**src/design/modular_multiply_64_top_macros.svh**
```systemverilog
// assertion macros shared by the modular multiply design files
`ifndef MODULAR_MULTIPLY_64_TOP_MACROS_SVH
`define MODULAR_MULTIPLY_64_TOP_MACROS_SVH

// same-cycle implication, checked on the rising clock edge outside reset
`define MM64_ASSERT_NOW(lbl, clk, rstn, ante, cons) \
    lbl: assert property (@(posedge clk) disable iff (!rstn) (ante) |-> (cons)) \
        else $error("mm64 same-cycle check failed");

// next-cycle implication, checked on the rising clock edge outside reset
`define MM64_ASSERT_NEXT(lbl, clk, rstn, ante, cons) \
    lbl: assert property (@(posedge clk) disable iff (!rstn) (ante) |=> (cons)) \
        else $error("mm64 next-cycle check failed");

`endif

```
**src/design/mm64_pkg.sv**
```systemverilog
// shared types, constants and modular add for the modular multiply pipeline
`timescale 1ns / 1ps
`default_nettype none

package mm64_pkg;

    // operand width in bits
    localparam int WIDTH = 64;

    // request travelling down the cell chain
    typedef struct packed {
        logic [WIDTH-1:0] op;       // multiplicand bits, later the reduced multiplicand
        logic [WIDTH-1:0] mul;      // multiplier, consumed from the top bit
        logic [WIDTH-1:0] modulus;  // modulus, zero means plain wrap-around
        logic [WIDTH-1:0] acc;      // running remainder
    } t_mm_item;

    // (x + y + cin) mod m for x, y below m; zero modulus gives the wrapped sum
    function automatic logic [WIDTH-1:0] mm64_mod_add(
        input logic [WIDTH-1:0] x,
        input logic [WIDTH-1:0] y,
        input logic             cin,
        input logic [WIDTH-1:0] m
    );
        logic [WIDTH:0]   sum;
        logic [WIDTH+1:0] diff;
        sum  = {1'b0, x} + {1'b0, y} + {{WIDTH{1'b0}}, cin};
        diff = {1'b0, sum} - {2'b00, m};
        return diff[WIDTH+1] ? sum[WIDTH-1:0] : diff[WIDTH-1:0];
    endfunction

endpackage

`default_nettype wire

```
**src/design/mm64_mult_cell.sv**
```systemverilog
// one multiplier bit of interleaved modular multiply: double, then add
`timescale 1ns / 1ps
`default_nettype none
`include "modular_multiply_64_top_macros.svh"

module mm64_mult_cell
    import mm64_pkg::*;
(
    input  wire logic     i_clk,
    input  wire logic     i_rst_n,
    input  wire logic     i_en,
    input  wire logic     i_valid,
    input  wire t_mm_item i_item,
    output logic          o_valid,
    output t_mm_item      o_item
);

    logic     r_mid_valid;
    t_mm_item r_mid_item;
    logic     r_valid;
    t_mm_item r_item;
    t_mm_item n_mid_item;
    t_mm_item n_item;

    // first half: double the remainder
    always_comb begin
        n_mid_item     = i_item;
        n_mid_item.acc = mm64_mod_add(i_item.acc, i_item.acc, 1'b0, i_item.modulus);
    end

    // second half: add the reduced multiplicand when the multiplier bit is set
    always_comb begin
        n_item     = r_mid_item;
        n_item.acc = mm64_mod_add(r_mid_item.acc,
                                  r_mid_item.mul[WIDTH-1] ? r_mid_item.op : '0,
                                  1'b0, r_mid_item.modulus);
        n_item.mul = {r_mid_item.mul[WIDTH-2:0], 1'b0};
    end

    // valid flags of both halves
    always_ff @(posedge i_clk) begin
        if (!i_rst_n) begin
            r_mid_valid <= 1'b0;
            r_valid     <= 1'b0;
        end else if (i_en) begin
            r_mid_valid <= i_valid;
            r_valid     <= r_mid_valid;
        end
    end

    // payload of both halves
    always_ff @(posedge i_clk) begin
        if (i_en) begin
            r_mid_item <= n_mid_item;
            r_item     <= n_item;
        end
    end

    assign o_valid = r_valid;
    assign o_item  = r_item;

    // remainder stays below a nonzero modulus
    `MM64_ASSERT_NOW(a_ml_acc_below_mod, i_clk, i_rst_n,
        r_valid && (r_item.modulus != '0), r_item.acc < r_item.modulus)

endmodule

`default_nettype wire
```
**config.mk**
```make
export PLATFORM = sky130hd
export DESIGN_NAME = mm64_mult_cell
export DESIGN_NICKNAME = d
export VERILOG_FILES = /design/src/design/mm64_pkg.sv /design/src/design/mm64_mult_cell.sv
export VERILOG_INCLUDE_DIRS = /design/src /design/src/design
export SDC_FILE = /design/constraint.sdc
export NUM_CORES = 1
export LEC_CHECK = 0
export ABC_AREA = 0
export BUFFER_PORTS_ARGS = -buffer_cell sky130_fd_sc_hd__buf_2
export CORE_ASPECT_RATIO = 0.5
export CORE_MARGIN = 3
export CORE_UTILIZATION = 50
export DETAILED_ROUTE_END_ITERATION = 7
export PLACE_DENSITY = 0.73
export SYNTH_ARGS = -nofsm -noshare
export SYNTH_HDL_FRONTEND = slang
export SYNTH_SLANG_ARGS = --single-unit
```
**constraint.sdc**
```tcl
create_clock -name i_clk -period 18.1 [get_ports i_clk]
set_input_delay 5.43 -clock i_clk [delete_from_list [all_inputs] [get_ports i_clk]]
set_output_delay 5.43 -clock i_clk [all_outputs]
set_load 0.02 [all_outputs]
```
* Word level (Yosys, flattened, before mapping)
Cells that the tools add are included.
** Word-level totals
- Flip-flop bits (word level) :: 513
- Bits of input ports :: 260
- Output and inout bits :: 257
- Word-level logic and storage cells :: 17
** Operators by class
- Add/sub/neg operators :: 4
- Muxes and demuxes :: 3
** Operators with widths (count)
- $mux W64 :: 3
- $sub A65 B64 Y66 :: 2
- $add A64 B64 Y65 :: 2

* Depth between registers and ports, before layout
- Word-level depth :: 4
- Mapped depth :: 30

* Least setup slack after synthesis
OpenSTA, ideal clock, no wires.
- Path type :: input -> register
- Start point :: input i_item[82] (netlist name)
- End point :: register r_mid_item[54] (netlist name), data pin
- Library setup time :: 0.260 ns
- Arrival time :: 8.166 ns
- Data required time :: 17.840 ns
- Setup slack :: 9.675 ns
- Stages :: 14
- Buffers on the path :: 2
- Path through :: inv_1 -> ha_1 -> clkbuf_1 -> nand2_1 -> or2_2 -> o221ai_1 -> a31oi_2 -> a211oi_2 -> nor3_2 -> a211oi_4 -> nor2_2 -> o21ai_4 -> buf_6 -> mux2_2
** RTL lines
- start: declaration :: RTL line mm64_mult_cell.sv:13 : input wire t_mm_item i_item,
- end signal: assignment :: RTL line mm64_mult_cell.sv:54 : r_mid_item <= n_mid_item;
- end: declaration :: RTL line mm64_mult_cell.sv:19 : t_mm_item r_mid_item;

==> qor.yml <==
run_status:
  status: "finished clean"
clock_tree:
  clk_latency_ns: 0.61
  cts_tree: "built"
  cts_made_buffers: 49
  cts_setup_buffers: 0
  htreeDepth: 2
  cts_root_buf: "clkbuf_16"
  hold_buffers: 0
  clock_sinks: 513
  cts_buffer_depth: 3
  clk_pin_slew_ns: 0.07
  post_cts_resized: 0
worst_hold_path:
  whs_endpoint: "o_item[171]$_DFFE_PP_"
  holdCritPathClass: "reg2reg"
  hold_path_depth: 0
  hp-start: "n_item[171]$_DFFE_PP_"
grt:
  use_met1_pct: 33.92
  grt_pass1_vias: 20440
  grt_pass1_wl_um: 117500
  grt_use_met3_pct: 5.291
  grt_busiest_layer: "met2"
  grt_max_degree: 140
  met2_usage_pct: 41.32
  grt.overflow.total: 0
  grt_util_all_layers_pct: 25.16
  antenna_found_initial: 1
floorplan:
  fp.dieW_um: 344.2
  io_pins: 517
  num_rows: 61
  start_util_pct: 51.06
  die_h_um: 175.1
  fp.coreArea_sq_um: 56020
  dieArea_sq_um: 60290
timing:
  fin_skew_ns: 0.02409
  rsz0062_at_grt: "no"
  relSlewSlack_pct: 22.32
  fin_tns_setup_ns: 0
  hold_viol: 0
  fmax_mhz: 105.0
  maxSlewViolCount: 0
  post-route-min-period_ns: 9.525
  finalSetupViolations: 0
  worst_pin_slew_ns: 1.149
  period_share_pct: 52.63
setup_path:
  rr_worst_depth: 24
  worstPathMaxFanout: 3
  start_kind: "input pin"
  worst-setup-path-type: "in2reg"
  cp.arrival_ns: 9.88
  rrSetupSlack_ns: 8.97
  cp-end-kind: "flop"
  crit_required_ns: 18.45
  r2r-start: "r_mid_item[191]$_DFFE_PP_"
  r2r_end: "o_item[8]$_DFFE_PP_"
synthesis:
  yosys-top-cells-area: "edfxtp_1 (54%), ha_1 (8.4%), a21oi_1 (3.6%)"
  synth_ff_type: "edfxtp_1"
  ys_ff_latch: 513
  yosysSeqAreaShare_pct: 53.79
  syn_area_per_cell_sq_um: 11.51
  yosysTopAreaCellShare_pct: 53.65
  synth_cell_type_count: 84
  syn-num-nets: 2939
  synthCells: 2485
  async_flop_share_pct: 0
  synth_edf_count: 511
  yosys.area.top_type: "edfxtp_1"
  yosysWarnings: 0
  synth.cell_area_sq_um: 28600
power:
  switching_share_pct: 37.48
  p_clk_share_pct: 24.0
  powerDensity_nw_per_um2: 131.9
  switchingPower_mw: 1.653
  peakVddDrop_uv: 79.38
  power_mw: 4.410
  p_leak_nw: 14.19
  p_int_mw: 2.757
  power_frac_comb_pct: 39.5
  seq_power_share_pct: 36.4
routing:
  drt_first_iter_violations: 2092
  drtAntennaViolNets: 0
  num_vias: 21510
  drc: 0
  wl_um: 78870
  drt_first_pass_iters: 5
  wl_per_cell_um: 20.93
  routed_via_density: 5.708
place:
  io_buffers: 515
  place_hpwl_um: 60400
  place_congestion: 0.9546
flow_run:
  cap_violations: 0
final_layout:
  drive_above_1_share_pct: 23.06
  final_nets: 3427
  syn_to_final_growth_pct: 16.91
## power by group through the flow
stage / Sequential [mW] / Combinational (mW) / Clock (mW)
floorplan: 1.74 / 1.09 / 0
global placement: 1.63 / 1.69 / 0
detailed placement: 1.63 / 1.71 / 0
CTS: 1.61 / 1.72 / 1.08
global route: 1.62 / 1.90 / 1.13
finish: 1.61 / 1.74 / 1.06
## cells in the mapped netlist, types with 25 or more instances
| library cell | instances |
|---|---|
| nor3_1 | 26 |
| mux2_2 | 55 |
| nand2_1 | 178 |
| xor2_1 | 65 |
| a21oi_1 | 208 |
| xnor2_1 | 107 |
| clkbuf_1 | 63 |
| a21o_1 | 102 |
| o21ai_0 | 153 |
| a31oi_1 | 25 |
| nand4_1 | 49 |
| nand3_1 | 37 |
| ha_1 | 191 |
| and2_1 | 74 |
| edfxtp_1 | 511 |
| nor2_1 | 107 |
| inv_1 | 172 |
| o21bai_1 | 37 |
## how the worst max path moves through the flow
stage | from | endpoint | slack (ns) | cells after the start
2_1_floorplan | i_item[82] | r_mid_item[54]$_DFFE_PP_ | 9.67 | 14
3_3_place_gp | i_item[0] | r_mid_item[60]$_DFFE_PP_ | 7.96 | 14
3_5_place_dp | i_item[0] | r_mid_item[60]$_DFFE_PP_ | 7.79 | 14
4_1_cts | i_item[0] | r_mid_item[60]$_DFFE_PP_ | 8.40 | 14
5_1_grt | i_item[102] | r_mid_item[31]$_DFFE_PP_ | 8.21 | 13
6_report | i_item[0] | r_mid_item[60]$_DFFE_PP_ | 8.57 | 14
## stage by stage
stage                     util [%]  cell area (sq um)  instances  setup WS (ns)  hold WS, ns
after floorplan                  -              28600       2485          9.675       0.4003
after global placement       56.80              31820       3678          7.961       0.4003
after detailed placement     56.80              31820       3678          7.792       0.4045
after CTS                    59.68              33430       3766          8.398       0.4197
after global routing         59.68              33440       3767          8.213       0.4220
final                        59.69              33440       3768          8.575       0.4185
## final cells by class
type	instances	area, sq um
Fill cell	4708	22580
Sequential cell	513	15380
Antenna cell	2	5.005
Tap cell	756	945.9
Clock inverter	32	360.3
Timing Repair Buffer	526	2683
Multi-Input combinational cell	1710	12160
Inverter	173	651.9
Clock buffer	56	1252
## placed cells by master, fill, tap and decap left out, types with 9 or more instances in the layout
master	count
buf_2	514
edfxtp_1	511
a21oi_1	208
ha_1	191
nand2_1	178
inv_1	172
o21ai_0	153
nor2_1	107
xnor2_1	107
a21o_1	102
and2_1	74
xor2_1	65
mux2_2	55
nand4_1	49
clkbuf_16	49
nand3_1	37
o21bai_1	37
nor3_1	26
a31oi_1	25
o21a_1	24
nor2b_1	24
nand2b_1	23
a211oi_1	18
and3_1	17
o31ai_1	17
o211ai_1	14
mux2_1	13
buf_4	10
and4_1	9
## critical path, stage by stage
cell and delay, ns:
buf_2 0.09, inv_1 0.06, fa_1 0.49, nor2b_1 0.19, o31ai_1 0.14, a21oi_1 0.33
o211ai_1 0.25, a2111oi_1 1.01, o211ai_1 0.44, o31ai_1 0.45, nor2b_1 0.36, a221oi_1 0.16
xnor2_1 0.16, mux2_1 0.30
## metal layers
metal	up-vias	routed length, um
met2	802	37290
met5	-	0
met3	147	6029
li1	10200	-
met4	0	2253
met1	10350	33300
## flip-flops by register name, indices dropped and copies added, names as in the netlist
signal / flops
o_item: 255
r_mid_item: 65
r_mid_valid: 1
n_item: 191
o_valid: 1
## kinds of logic after synthesis
logic type | after synthesis | synth area share (%)
adders and majority gates | 194 | 8.565
and+or+nand+nor | 569 | 9.829
buffers and inverters | 262 | 3.745
xor gates and xnor gates | 172 | 5.267
other | 1 | 0.01311
muxes | 78 | 3.097
DFF | 513 | 53.79
AOI/OAI and AO/OA | 696 | 15.70
(Power assumes the default switching activity.)
