`src/design/modular_multiply_64_top_macros.svh`:
```
// assertion macros shared by the modular multiply design files
`ifndef MODULAR_MULTIPLY_64_TOP_MACROS_SVH
`define MODULAR_MULTIPLY_64_TOP_MACROS_SVH

// same-cycle implication, checked on the rising clock edge outside reset
`define MM64_ASSERT_NOW(lbl, clk, rstn, ante, cons) \
    lbl: assert property (@(posedge clk) disable iff (!rstn) (ante) |-> (cons)) \
        else $error("mm64 same-cycle check failed");

// next-cycle implication, checked on the rising clock edge outside reset
`define MM64_ASSERT_NEXT(lbl, clk, rstn, ante, cons) \
    lbl: assert property (@(posedge clk) disable iff (!rstn) (ante) |=> (cons)) \
        else $error("mm64 next-cycle check failed");

`endif

```
`src/design/mm64_pkg.sv`:
```
// shared types, constants and modular add for the modular multiply pipeline
`timescale 1ns / 1ps
`default_nettype none

package mm64_pkg;

    // operand width in bits
    localparam int WIDTH = 64;

    // request travelling down the cell chain
    typedef struct packed {
        logic [WIDTH-1:0] op;       // multiplicand bits, later the reduced multiplicand
        logic [WIDTH-1:0] mul;      // multiplier, consumed from the top bit
        logic [WIDTH-1:0] modulus;  // modulus, zero means plain wrap-around
        logic [WIDTH-1:0] acc;      // running remainder
    } t_mm_item;

    // (x + y + cin) mod m for x, y below m; zero modulus gives the wrapped sum
    function automatic logic [WIDTH-1:0] mm64_mod_add(
        input logic [WIDTH-1:0] x,
        input logic [WIDTH-1:0] y,
        input logic             cin,
        input logic [WIDTH-1:0] m
    );
        logic [WIDTH:0]   sum;
        logic [WIDTH+1:0] diff;
        sum  = {1'b0, x} + {1'b0, y} + {{WIDTH{1'b0}}, cin};
        diff = {1'b0, sum} - {2'b00, m};
        return diff[WIDTH+1] ? sum[WIDTH-1:0] : diff[WIDTH-1:0];
    endfunction

endpackage

`default_nettype wire

```
`src/design/mm64_reduce_cell.sv`:
```
// one bit step of the multiplicand reduction: acc = (2*acc + op msb) mod m
`timescale 1ns / 1ps
`default_nettype none
`include "modular_multiply_64_top_macros.svh"

module mm64_reduce_cell
    import mm64_pkg::*;
(
    input  wire logic     i_clk,
    input  wire logic     i_rst_n,
    input  wire logic     i_en,
    input  wire logic     i_valid,
    input  wire t_mm_item i_item,
    output logic          o_valid,
    output t_mm_item      o_item
);

    logic     r_valid;
    t_mm_item r_item;
    t_mm_item n_item;

    // shift the top multiplicand bit into the running remainder
    always_comb begin
        n_item     = i_item;
        n_item.acc = mm64_mod_add(i_item.acc, i_item.acc, i_item.op[WIDTH-1],
                                  i_item.modulus);
        n_item.op  = {i_item.op[WIDTH-2:0], 1'b0};
    end

    // valid flag
    always_ff @(posedge i_clk) begin
        if (!i_rst_n) begin
            r_valid <= 1'b0;
        end else if (i_en) begin
            r_valid <= i_valid;
        end
    end

    // payload
    always_ff @(posedge i_clk) begin
        if (i_en) begin
            r_item <= n_item;
        end
    end

    assign o_valid = r_valid;
    assign o_item  = r_item;

    // remainder stays below a nonzero modulus
    `MM64_ASSERT_NOW(a_rd_acc_below_mod, i_clk, i_rst_n,
        r_valid && (r_item.modulus != '0), r_item.acc < r_item.modulus)

endmodule

`default_nettype wire

```
`config.mk`:
```
export PLATFORM = sky130hd
export DESIGN_NAME = mm64_reduce_cell
export DESIGN_NICKNAME = d
export VERILOG_FILES = /design/src/design/mm64_pkg.sv /design/src/design/mm64_reduce_cell.sv
export VERILOG_INCLUDE_DIRS = /design/src /design/src/design
export SDC_FILE = /design/constraint.sdc
export NUM_CORES = 1
export LEC_CHECK = 0
export BUFFER_PORTS_ARGS = -buffer_cell sky130_fd_sc_hd__buf_2
export CORE_AREA = 2 2 198 200
export DETAILED_ROUTE_END_ITERATION = 16
export DIE_AREA = 0 0 200 202
export GPL_TIMING_DRIVEN = 0
export HOLD_SLACK_MARGIN = 0.03
export PLACE_DENSITY = 0.69
export SLEW_MARGIN = 0
export SYNTH_ARGS = -nofsm -noshare
export SYNTH_HDL_FRONTEND = slang
export SYNTH_SLANG_ARGS = --single-unit
```
`constraint.sdc`:
```
create_clock -name i_clk -period 10.3 [get_ports i_clk]
set_clock_uncertainty 0.2 [all_clocks]
set_input_delay 1.03 -clock i_clk [delete_from_list [all_inputs] [get_ports i_clk]]
set_output_delay 1.03 -clock i_clk [all_outputs]
set_load 0.01 [all_outputs]
```
* After elaboration in Yosys (flattened, before gate mapping)
Cells that the tools add are included.
** Operators by class
- $add $sub $neg :: 3
- Bitwise operators :: 0
- Div/mod/pow operators :: 0
- $lt $le $gt $ge :: 0
- Mux-type cells :: 1
- Reduce and logical (&&, ||, !) cells :: 0
- Equality and inequality tests :: 0
- Shift operators :: 0
- Multipliers :: 0
** Operators with widths (number)
- $sub A65 B64 Y66 :: 1
- $add A64 B64 Y65 :: 1
- $add A65 B1 Y65 :: 1
- $mux W64 :: 1
** Storage, ports and cells
- Bits in read-only memories :: 0
- Bits in registers :: 256
- Bits in writable memories :: 0
- Logic and storage cells :: 9
- Memories :: 0
- Output and inout bits :: 257
- Latch bits :: 0

* Depth between registers and ports, before layout
Gate-level depths: netlist of run 1.
- Word-level depth :: 4
- Gate-level depth with buffers :: 14
- Gate-level depth less buffers :: 12

* Least setup slack after synthesis of run 1
No wires, ideal clock.
- Path kind :: in2reg
- Start point :: in i_item[93] (netlist bit)
- End point :: reg r_item, in the netlist o_item[37] (data pin)
- Arrival time :: 3623 ps
- Setup slack :: 6216 ps
- Cell stages on the path :: 13
- Library setup time :: 260 ps
- Path through :: inv_1 -> ha_1 -> buf_2 -> and3_4 -> and2_1 -> a221oi_2 -> o2111a_1 -> nand3_1 -> a311o_2 -> a311oi_4 -> buf_6 -> buf_8 -> mux2_4
** RTL lines
- start: declaration :: RTL line mm64_reduce_cell.sv:13 : input wire t_mm_item i_item,
- end signal: assignment :: RTL line mm64_reduce_cell.sv:42 : r_item <= n_item;
- end: declaration :: RTL line mm64_reduce_cell.sv:19 : t_mm_item r_item;

==> results by group, run 1 <==
Outcome
  • Run status: complete, no violations

Worst setup path
  • Worst path most repeated cell: a21oi_1
  • RR Startpoint: o_valid
  • Largest stage delay, worst path: 770 ps
  • Max FO, Critical Path: 4
  • Setup crit start kind: input port
  • R2R Setup Slk: 9510 ps
  • Max stage delay cell, worst path: o311ai_1
  • Worst r2r path cells: 2
  • Critical Path End: o_item[50]
  • Worst EP required: 10490 ps
  • Critical Path Source: i_item[64]
  • Worst path cell trace: buf_2 > ha_1 > fa_1 > nor2b_1 > o2111ai_1 > a21oi_1 > o21ai_0 > o311ai_1 > a21oi_1 > o21ai_1 > mux2_2 > o31ai_1
  • Critical path endpoint category: flop
  • Worst EP arrival: 5040 ps
  • Critical path class: in2reg
  • Capturing point of the worst reg2reg path: o_valid

Clock network
  • Worst skew pair latency: 580 ps
  • Clock sinks: 256
  • Worst-path clk slew: 60 ps
  • CTS hold repair buffers: 0
  • Post-CTS Setup Bufs: 0
  • Cts bufs inserted: 29
  • H-tree depth reported by CTS: 1
  • Clock Root Buffer: clkbuf_16
  • Post_cts resized: 0
  • Clk buf depth: 3
  • CTS tree: yes

STA
  • F_max: 207 MHz
  • Slew Limit Fails: 0
  • Hold WS: 322 ps
  • Final min period: 4840 ps
  • Worst Tran Pin Value: 1330 ps
  • Rel. slew slack: 10.1%
  • Fin crit share: 47.0%
  • Fin. Hold Viols: 0
  • Total negative setup slack: 0 ps
  • RSZ-0062 raised after global routing: false
  • Final setup vio count: 0

Yosys
  • Top-area cell type share of the netlist area: 61.0%
  • Largest area contributor in the netlist: edfxtp_1
  • Synth Area in Adders: 6.54%
  • Gate Count Post-Synth: 1040
  • Mapped Area: 12600 sq um
  • Synth Area in Compound Gates: 15.2%
  • Unique masters post-synth: 66
  • Top_reg_cell synth: edfxtp_1
  • EDFF count, synth: 255
  • Sequential-to-total area share from yosys stat: 61.2%
  • Simple-gate share of the synthesized area: 8.74%
  • Yosys warns: 0
  • Synth Net Count: 1365
  • #FFs+latches synth: 256
  • Post-synth top cells: edfxtp_1 (255), nand2_1 (115), o21ai_0 (85), inv_1 (79), a21oi_1 (76)
  • Xor and xnor area share after synthesis: 3.56%
  • Largest family of logic cells by synthesized area: compound AO/OA/AOI/OAI gates
  • Synth area leaders: edfxtp_1 (61%), ha_1 (6.4%), nand2_1 (3.4%)
  • Mapped Avg Cell Area: 12.1 sq um
  • Mux contribution to synthesized area: 0.757%
  • FFs w/ async S/R, synth: 0%
  • Top-count cell post-synth: edfxtp_1

Power
  • Power Internal: 2.13 mW
  • Net Sw Frac: 27.8%
  • Worst VDD drop: 0.129 mV
  • Sequential share of power: 43.8%
  • Switching Power: 823 uW
  • Combinational share of power: 20.1%
  • PD cells: 175 nW/um^2
  • Leak Pwr: 7.45 nW
  • Clock network power share: 36.2%
  • Total power: 2.96 mW

Routing
  • First-pass DRT Iterations: 5
  • Vias: 10500
  • Post-DR wirelength/cell: 19.8 um
  • Post-DR vias/cell: 4.90
  • Iteration-0 DRC Markers: 549
  • Detailed Route WL: 42.4 mm
  • Post-route ant nets: 0
  • DRC violations left: 0

Floorplanning
  • Die height: 202 um
  • Rows: 72
  • Die area: 40400 sq um
  • Die X: 200 um
  • Core ar.: 38300 sq um
  • Starting Density: 32.8%
  • Top-Level Pins: 517

Layout
  • Share of cells above drive strength 1: 36.7%
  • Area growth, synth to finish: 34.3%
  • Fin util: 44.0%
  • Post-layout net count: 1913
  • Post-route cell area: 16900 sq um

Run
  • Number of max-cap violations: 0

GRT
  • GRT overflow: 0
  • Vias in the first global route: 10200
  • Initial antenna violation count: 15
  • Largest net degree at the start of global routing: 111
  • GRT Util Overall: 19.9%
  • First-pass GRT wire length: 60.2 mm

Hold path
  • HP Class: reg2reg

Placed design
  • HPWL after DPL: 34.1 mm
  • # port buffers: 515
  • Gpl congestion: 0.899
  • Placed cell areas: 15800 sq um
==> flip-flops by register name, indices dropped and copies added (netlist names) <==
signal,count
o_valid,1
o_item,255
==> how the worst min path moves through the flow <==
stage            start      end  slack (ps)  cells past startpoint
2_1_floorplan  o_valid  o_valid         340                      2
3_3_place_gp   o_valid  o_valid         300                      2
3_5_place_dp   o_valid  o_valid         320                      2
4_1_cts        o_valid  o_valid         330                      2
5_1_grt        o_valid  o_valid         380                      2
6_report       o_valid  o_valid         320                      2
==> cells by family (layout without fill, tap and decap cells) <==
kind of cell    count (synthesis)  in the layout
fa+ha+maj                      65             65
other cells                     1             10
compound gates                300            300
simple gates                  238            238
buf+inv                       121            690
flops                         256            256
xor+xnor                       51             51
mux                             8              8
==> power by group through the flow <==
| stage | clock, mW | combinational (mW) | sequential (mW) |
|---|---|---|---|
| 2_1_floorplan | 0 | 0.255 | 1.38 |
| 3_3_place_gp | 0 | 0.584 | 1.32 |
| 3_5_place_dp | 0 | 0.593 | 1.32 |
| 4_1_cts | 1.10 | 0.596 | 1.30 |
| 5_1_grt | 1.14 | 0.648 | 1.31 |
| 6_report | 1.07 | 0.593 | 1.29 |
==> per-stage QoR <==
stage | setup WS [ps] | cells
4_1_cts | 5560 | 2127
3_5_place_dp | 4960 | 2075
6_report | 5460 | 2136
5_1_grt | 5340 | 2132
2_1_floorplan | 6220 | 1040
3_3_place_gp | 4410 | 2073
==> cells in the final DEF (no fill, tap or decap), types with 12 or more instances in the layout <==
cell	Yosys	routed
a21oi_1	76	76
nor2_1	35	35
xor2_1	26	26
o21a_1	15	15
o31ai_1	12	12
nand2_1	115	115
xnor2_1	25	25
ha_1	64	64
clkbuf_16	0	29
o21bai_1	16	16
buf_2	2	516
edfxtp_1	255	255
o21ai_0	85	85
inv_1	79	79
nor3_1	14	14
clkbuf_1	31	33
nand3_1	13	13
a21o_1	39	39
nand4_1	23	23
==> per-layer routing <==
| metal | track usage, % | vias up | part of all wire [%] |
|---|---|---|---|
| li1 | - | 4972 | - |
| met5 | 0 | - | 0.22 |
| met3 | 5.36 | 80 | 8.2 |
| met1 | 23.9 | 4967 | 40 |
| met2 | 34.5 | 429 | 49 |
| met4 | 6.27 | 14 | 2.9 |
==> layout make-up <==
cell class	count	area [sq um]
timing repair buffer	517	2640
buffer	42	205
tap	518	648
clock inverter	20	244
sequential	256	7680
inverter	79	297
clock buffer	32	747
multi-input combinational	663	4380
antenna	9	22.5
fill	3604	21400
==> critical path, delay by kind of cell <==
family / cells / cell delay (ps)
AOI/OAI and AO/OA: 7 / 2600
adders and majority gates: 2 / 720
buffers and inverters: 1 / 110
muxes: 1 / 400
and+or+nand+nor: 1 / 180
Note: power is estimated with default switching activity, not from simulation.
==> inputs of run 2 (changes only) <==
CORE_AREA = 2 2 200 202   (was 2 2 198 200)
DIE_AREA = 0 0 202 204   (was 0 0 200 202)
PLACE_DENSITY = 0.68   (was 0.69)
clock period = 4.65 ns   (was 10.3 ns; I/O delays follow)
==> run 2 against run 1 <==
Against the previous run: clock-buffer cell count unchanged; critical path depth up 4; first-iteration DRC count up 28%; sequential share of layout area down 5.9 points; register-to-register slack worse by 6200 ps; via count up 10%; sequential power up 120%; clock power up 110%; design area up 15%; die area up 2.0%.
==> results by group, run 2 (synthesized netlist as in run 1, its figures left out) <==
Routing
  • DR top layer: met4
  • First-pass DRT Iterations: 5 (unchanged)
  • Post-DR vias/cell: 4.83 (-1.5%)
  • Met2 WL: 23.6 mm (+14%)
  • Post-route ant nets: 0 (unchanged)
  • Iteration-0 DRC Markers: 701 (+28%)
  • Vias: 11500 (+10%)
  • Detailed Route WL: 46.8 mm (+10%)
  • Post-DR wirelength/cell: 19.6 um (-1.4%)
  • DRC violations left: 0 (unchanged)
  • WL met1: 18.9 mm (+12%)
  • Met3 WL: 2.77 mm (-20%)

Placed design
  • Dpl ws: -88.1 ps (-5050 ps)
  • Gpl congestion: 0.891 (-0.85%)
  • HPWL after DPL: 34.7 mm (+2.0%)
  • # port buffers: 515 (unchanged)

Floorplanning
  • Die height: 204 um (+0.99%)
  • Top-Level Pins: 517 (unchanged)
  • Rows: 73 (+1.4%)
  • Starting Density: 32.0% (-0.75 points)
  • Die area: 41200 sq um (+2.0%)
  • Die X: 202 um (+1.0%)
  • Core ar.: 39200 sq um (+2.3%)

Power
  • Clock network power share: 34.0% (-2.2 points)
  • Worst VDD drop: 0.235 mV (+81%)
  • Combinational share of power: 22.8% (+2.7 points)
  • Power Internal: 4.78 mW (+120%)
  • Leak Pwr: 8.47 nW (+14%)
  • PD cells: 344 nW/um^2 (+96%)
  • Switching Power: 1.87 mW (+130%)
  • Net Sw Frac: 28.1% (+0.23 points)
  • Sequential share of power: 43.2% (-0.6 points)

Clock network
  • Worst skew pair latency: 560 ps (-20 ps)
  • H-tree depth reported by CTS: 1 (unchanged)
  • Cts bufs inserted: 29 (unchanged)
  • CTS tree: yes
  • Clock Root Buffer: clkbuf_16
  • Clk buf depth: 3 (unchanged)
  • Clock sinks: 256 (unchanged)
  • Worst-path clk slew: 60 ps (about the same)

Layout
  • Post-layout net count: 2166 (+13%)
  • Storage element area: 7680 sq um (unchanged)
  • Share of cells above drive strength 1: 31.8% (-5.0 points)
  • Max reg flops: 255 (unchanged)
  • Fillers: 3479 (-3.5%)
  • Most frequent cells in the layout: buf_2 (516), edfxtp_1 (255), dlygate4sd3_1 (252)
  • Area growth, synth to finish: 54.1%
  • Fin util: 49.4% (+5.3 points)
  • Multi-input logic area: 4380 sq um (+0.17%)
  • Commonest non-fill, non-tap cell in the layout: buf_2

STA
  • Hold WS: 48.3 ps (-274 ps)
  • F_max: 227 MHz
  • Worst setup margin: 238 ps (-5220 ps)
  • Final min period: 4410 ps
  • Fin crit share: 94.9%
  • Worst Tran Pin Value: 1120 ps (-213 ps)
  • Slew Limit Fails: 0 (unchanged)
  • Rel. slew slack: 24.5% (+14 points)
  • Final setup vio count: 0 (unchanged)
  • RSZ-0062 raised after global routing: false
  • Fin. Hold Viols: 0 (unchanged)

Worst setup path
  • Critical path endpoint category: flop
  • Worst EP required: 4710 ps (-5780 ps)
  • Setup crit start kind: input port
  • Max FO, Critical Path: 14 (+10)
  • Worst EP arrival: 4470 ps (-570 ps)
  • Critical path class: in2reg

Run
  • Number of max-cap violations: 0 (unchanged)

GRT
  • GRT overflow: 0 (unchanged)
  • Initial antenna violation count: 2 (-13)
  • First-pass GRT wire length: 68.4 mm (+14%)
  • Vias in the first global route: 11600 (+13%)
  • Largest net degree at the start of global routing: 120 (+8.1%)
  • GRT Util Overall: 21.6% (+1.7 points)

Hold path
  • HP Class: in2reg

Outcome
  • Run status: complete, no violations
-- run 2: cell types whose count changed in the layout (fill, tap and decap cells not counted), moves of 2 or more --
cell           before  now
clkinvlp_4          0    3
clkinv_2            4    7
clkinv_4            4    1
dlygate4sd3_1       0  252
clkinv_1            3    5
diode_2             9    3
-- run 2: cell type report --
cell class	instances	area share, %
diodes	3	0.0388
plain buffers	41	1.04
clock buffers	32	3.81
clock inverters	21	0.996
inverters	79	1.53
multi-input cells	663	22.7
flip-flops and latches	256	39.7
well taps	525	3.40
repair buffers	771	26.8
-- run 2: per-layer routing --
layer	global-route usage, %	up-vias
met5	0	-
met4	7.46	0
met3	3.20	83
met2	39.0	476
met1	26.4	5501
li1	-	5477
-- run 2: worst max-delay path, stage by stage --
cell           delay (ps)
dlygate4sd3_1         530
buf_2                 130
inv_1                 110
ha_1                  250
clkbuf_1              210
a21oi_1               170
o21ai_0               140
a221oi_2              380
o2111a_1              260
nand3_1               120
a311o_2               410
a311oi_4              350
buf_12                190
buf_4                 140
clkbuf_1              370
o21ai_0               230
-- run 2: timing repair --
item,CTS,global route
setup buffers,0,2
hold buffers,252,0
gates resized for setup,0,1
setup endpoints to repair,0,17
hold endpoints to repair,251,0
-- run 2: worst paths after layout --
kind         startpoint    endpoint  slack (ps)  depth (start not counted)
min          i_item[59]  o_item[60]          50                          3
min reg2reg     o_valid     o_valid         860                          3
max          i_item[90]  o_item[17]         240                         16
max reg2reg     o_valid     o_valid        3320                          3
-- run 2: power groups by stage --
stage | Sequential [mW] | Combinational (mW) | Clock [mW]
floorplan | 3.05 | 0.564 | 0
global placement | 2.93 | 1.30 | 0
detailed placement | 2.92 | 1.32 | 0
CTS | 2.87 | 1.50 | 2.33
global route | 2.89 | 1.64 | 2.40
finish | 2.88 | 1.51 | 2.26
-- run 2: metrics by stage --
step / TNS [ps] / power, mW / cell area (sq um) / std cells
final: 0 / 6.65 / 19300 / 2391
after global routing: 0 / 6.93 / 19300 / 2390
after CTS: 0 / 6.70 / 19300 / 2387
after detailed placement: -217 / 4.24 / 15900 / 2082
after global placement: -162470 / 4.23 / 15800 / 2080
after floorplan: 0 / 3.61 / 12600 / 1040
==> inputs of run 3 (changes only) <==
HOLD_SLACK_MARGIN = 0.06   (was 0.03)
==> run 3 against run 2 <==
Against the previous run: global-route usage about the same; combinational power about the same; sequential share of layout area decreased by 0.061 points; utilization increased by 0.077 points; total power about the same; clock-buffer cell count unchanged; fmax decreased by 0.37%; critical path depth unchanged; critical endpoint unchanged.
==> results by group, run 3 (synthesized netlist as in run 1, its figures left out) <==
STA
  • Rel. slew slack: 24.6% (+0.081 points)
  • Worst Tran Pin Value: 1120 ps (-1.19 ps)
  • Worst setup margin: 221 ps (-16.3 ps)
  • Fin crit share: 95.2% (+0.35 points)
  • Hold WS: 157 ps (+108 ps)
  • RSZ-0062 raised after global routing: false
  • Fin. Hold Viols: 0 (unchanged)
  • Total negative setup slack: 0 ps (unchanged)
  • Slew Limit Fails: 0 (unchanged)
  • F_max: 226 MHz (-0.37%)
  • Final setup vio count: 0 (unchanged)
  • Final min period: 4430 ps (+16.3 ps)

GRT
  • First-pass GRT wire length: 68.4 mm (+0.10%)
  • GRT Util Overall: 21.6% (about the same)
  • Largest net degree at the start of global routing: 120 (unchanged)
  • GRT overflow: 0 (unchanged)
  • Vias in the first global route: 11600 (+0.10%)
  • Initial antenna violation count: 2 (unchanged)

Worst setup path
  • Setup crit start kind: input port
  • Critical path class: in2reg
  • Max FO, Critical Path: 14 (unchanged)
  • Worst EP required: 4710 ps (about the same)
  • Worst EP arrival: 4480 ps (about the same)
  • Critical path endpoint category: flop

Floorplanning
  • Die area: 41200 sq um (unchanged)
  • Rows: 73 (unchanged)
  • Die X: 202 um (unchanged)
  • Starting Density: 32.0% (unchanged)
  • Top-Level Pins: 517 (unchanged)
  • Core ar.: 39200 sq um (unchanged)
  • Die height: 204 um (unchanged)

Layout
  • Most frequent cells in the layout: buf_2 (516), dlygate4sd3_1 (255), edfxtp_1 (255)
  • Fin util: 49.4% (+0.077 points)
  • Share of cells above drive strength 1: 31.7% (-0.051 points)
  • Max reg flops: 255 (unchanged)
  • Post-layout net count: 2169 (+0.14%)
  • Area growth, synth to finish: 54.3%
  • Commonest non-fill, non-tap cell in the layout: buf_2

Routing
  • First-pass DRT Iterations: 5 (unchanged)
  • Vias: 11500 (-0.078%)
  • Post-DR wirelength/cell: 19.5 um (-0.19%)
  • Post-route ant nets: 0 (unchanged)
  • DRC violations left: 0 (unchanged)
  • Detailed Route WL: 46.7 mm (about the same)
  • Post-DR vias/cell: 4.82 (-0.20%)
  • Iteration-0 DRC Markers: 673 (-4.0%)

Clock network
  • Worst skew pair latency: 560 ps (about the same)
  • Cts bufs inserted: 29 (unchanged)
  • Clk buf depth: 3 (unchanged)
  • CTS tree: yes
  • H-tree depth reported by CTS: 1 (unchanged)
  • Worst-path clk slew: 60 ps (about the same)
  • Clock Root Buffer: clkbuf_16
  • Clock sinks: 256 (unchanged)

Hold path
  • HP Class: in2reg

Run
  • Number of max-cap violations: 0 (unchanged)

Placed design
  • # port buffers: 515 (unchanged)
  • HPWL after DPL: 34.7 mm (unchanged)
  • Dpl ws: -88.1 ps (unchanged)
  • Gpl congestion: 0.891 (unchanged)

Power
  • Leak Pwr: 8.49 nW (+0.15%)
  • Total power: 6.65 mW (about the same)
  • Worst VDD drop: 0.235 mV (about the same)
  • PD cells: 343 nW/um^2 (-0.18%)

Outcome
  • Run status: complete, no violations
[run 3: cell type report]
type | instances | area [sq um]
flip-flops and latches | 256 | 7680
plain buffers | 41 | 201
clock buffers | 32 | 737
diodes | 3 | 7.51
inverters | 79 | 297
well taps | 525 | 657
fillers | 3479 | 19800
multi-input cells | 663 | 4380
clock inverters | 21 | 193
repair buffers | 774 | 5220
[run 3: power breakdown]
| group | switching [mW] | internal, mW | total [mW] |
|---|---|---|---|
| registers | 0.0596 | 2.82 | 2.88 |
| logic | 0.856 | 0.659 | 1.52 |
| clock network | 0.948 | 1.31 | 2.26 |
[run 3: critical path, stage by stage]
cell,delay (ps)
dlygate4sd3_1,530
buf_2,130
inv_1,110
ha_1,250
clkbuf_1,210
a21oi_1,180
o21ai_0,150
a221oi_2,380
o2111a_1,260
nand3_1,120
a311o_2,410
a311oi_4,350
buf_12,190
buf_4,140
clkbuf_1,370
o21ai_0,230
[run 3: metal layers]
layer  share of wire, %  track usage [%]
met1                 41             26.4
met2                 50             39.1
met3                5.9             3.19
met4                3.1             7.46
met5                  0                0
[run 3: stage by stage]
step,instance area [sq um],std cells
2_1_floorplan,12600,1040
3_3_place_gp,15800,2080
3_5_place_dp,15900,2082
4_1_cts,19300,2390
5_1_grt,19400,2393
6_report,19400,2394
[run 3: final timing paths]
check                                 from  depth (start not counted)    endpoint  slack (ps)
worst max-delay path            i_item[90]                         16  o_item[17]         220
worst min-delay path            i_item[64]                          3   o_item[0]         160
worst max register to register     o_valid                          3     o_valid        3320
worst min register to register     o_valid                          3     o_valid         860
[run 3: repair_timing]
action,in CTS,in global routing
hold buffers,255,0
setup endpoints to repair,0,17
hold endpoints to repair,254,0
buffers inserted,0,2
gates resized for setup,0,1
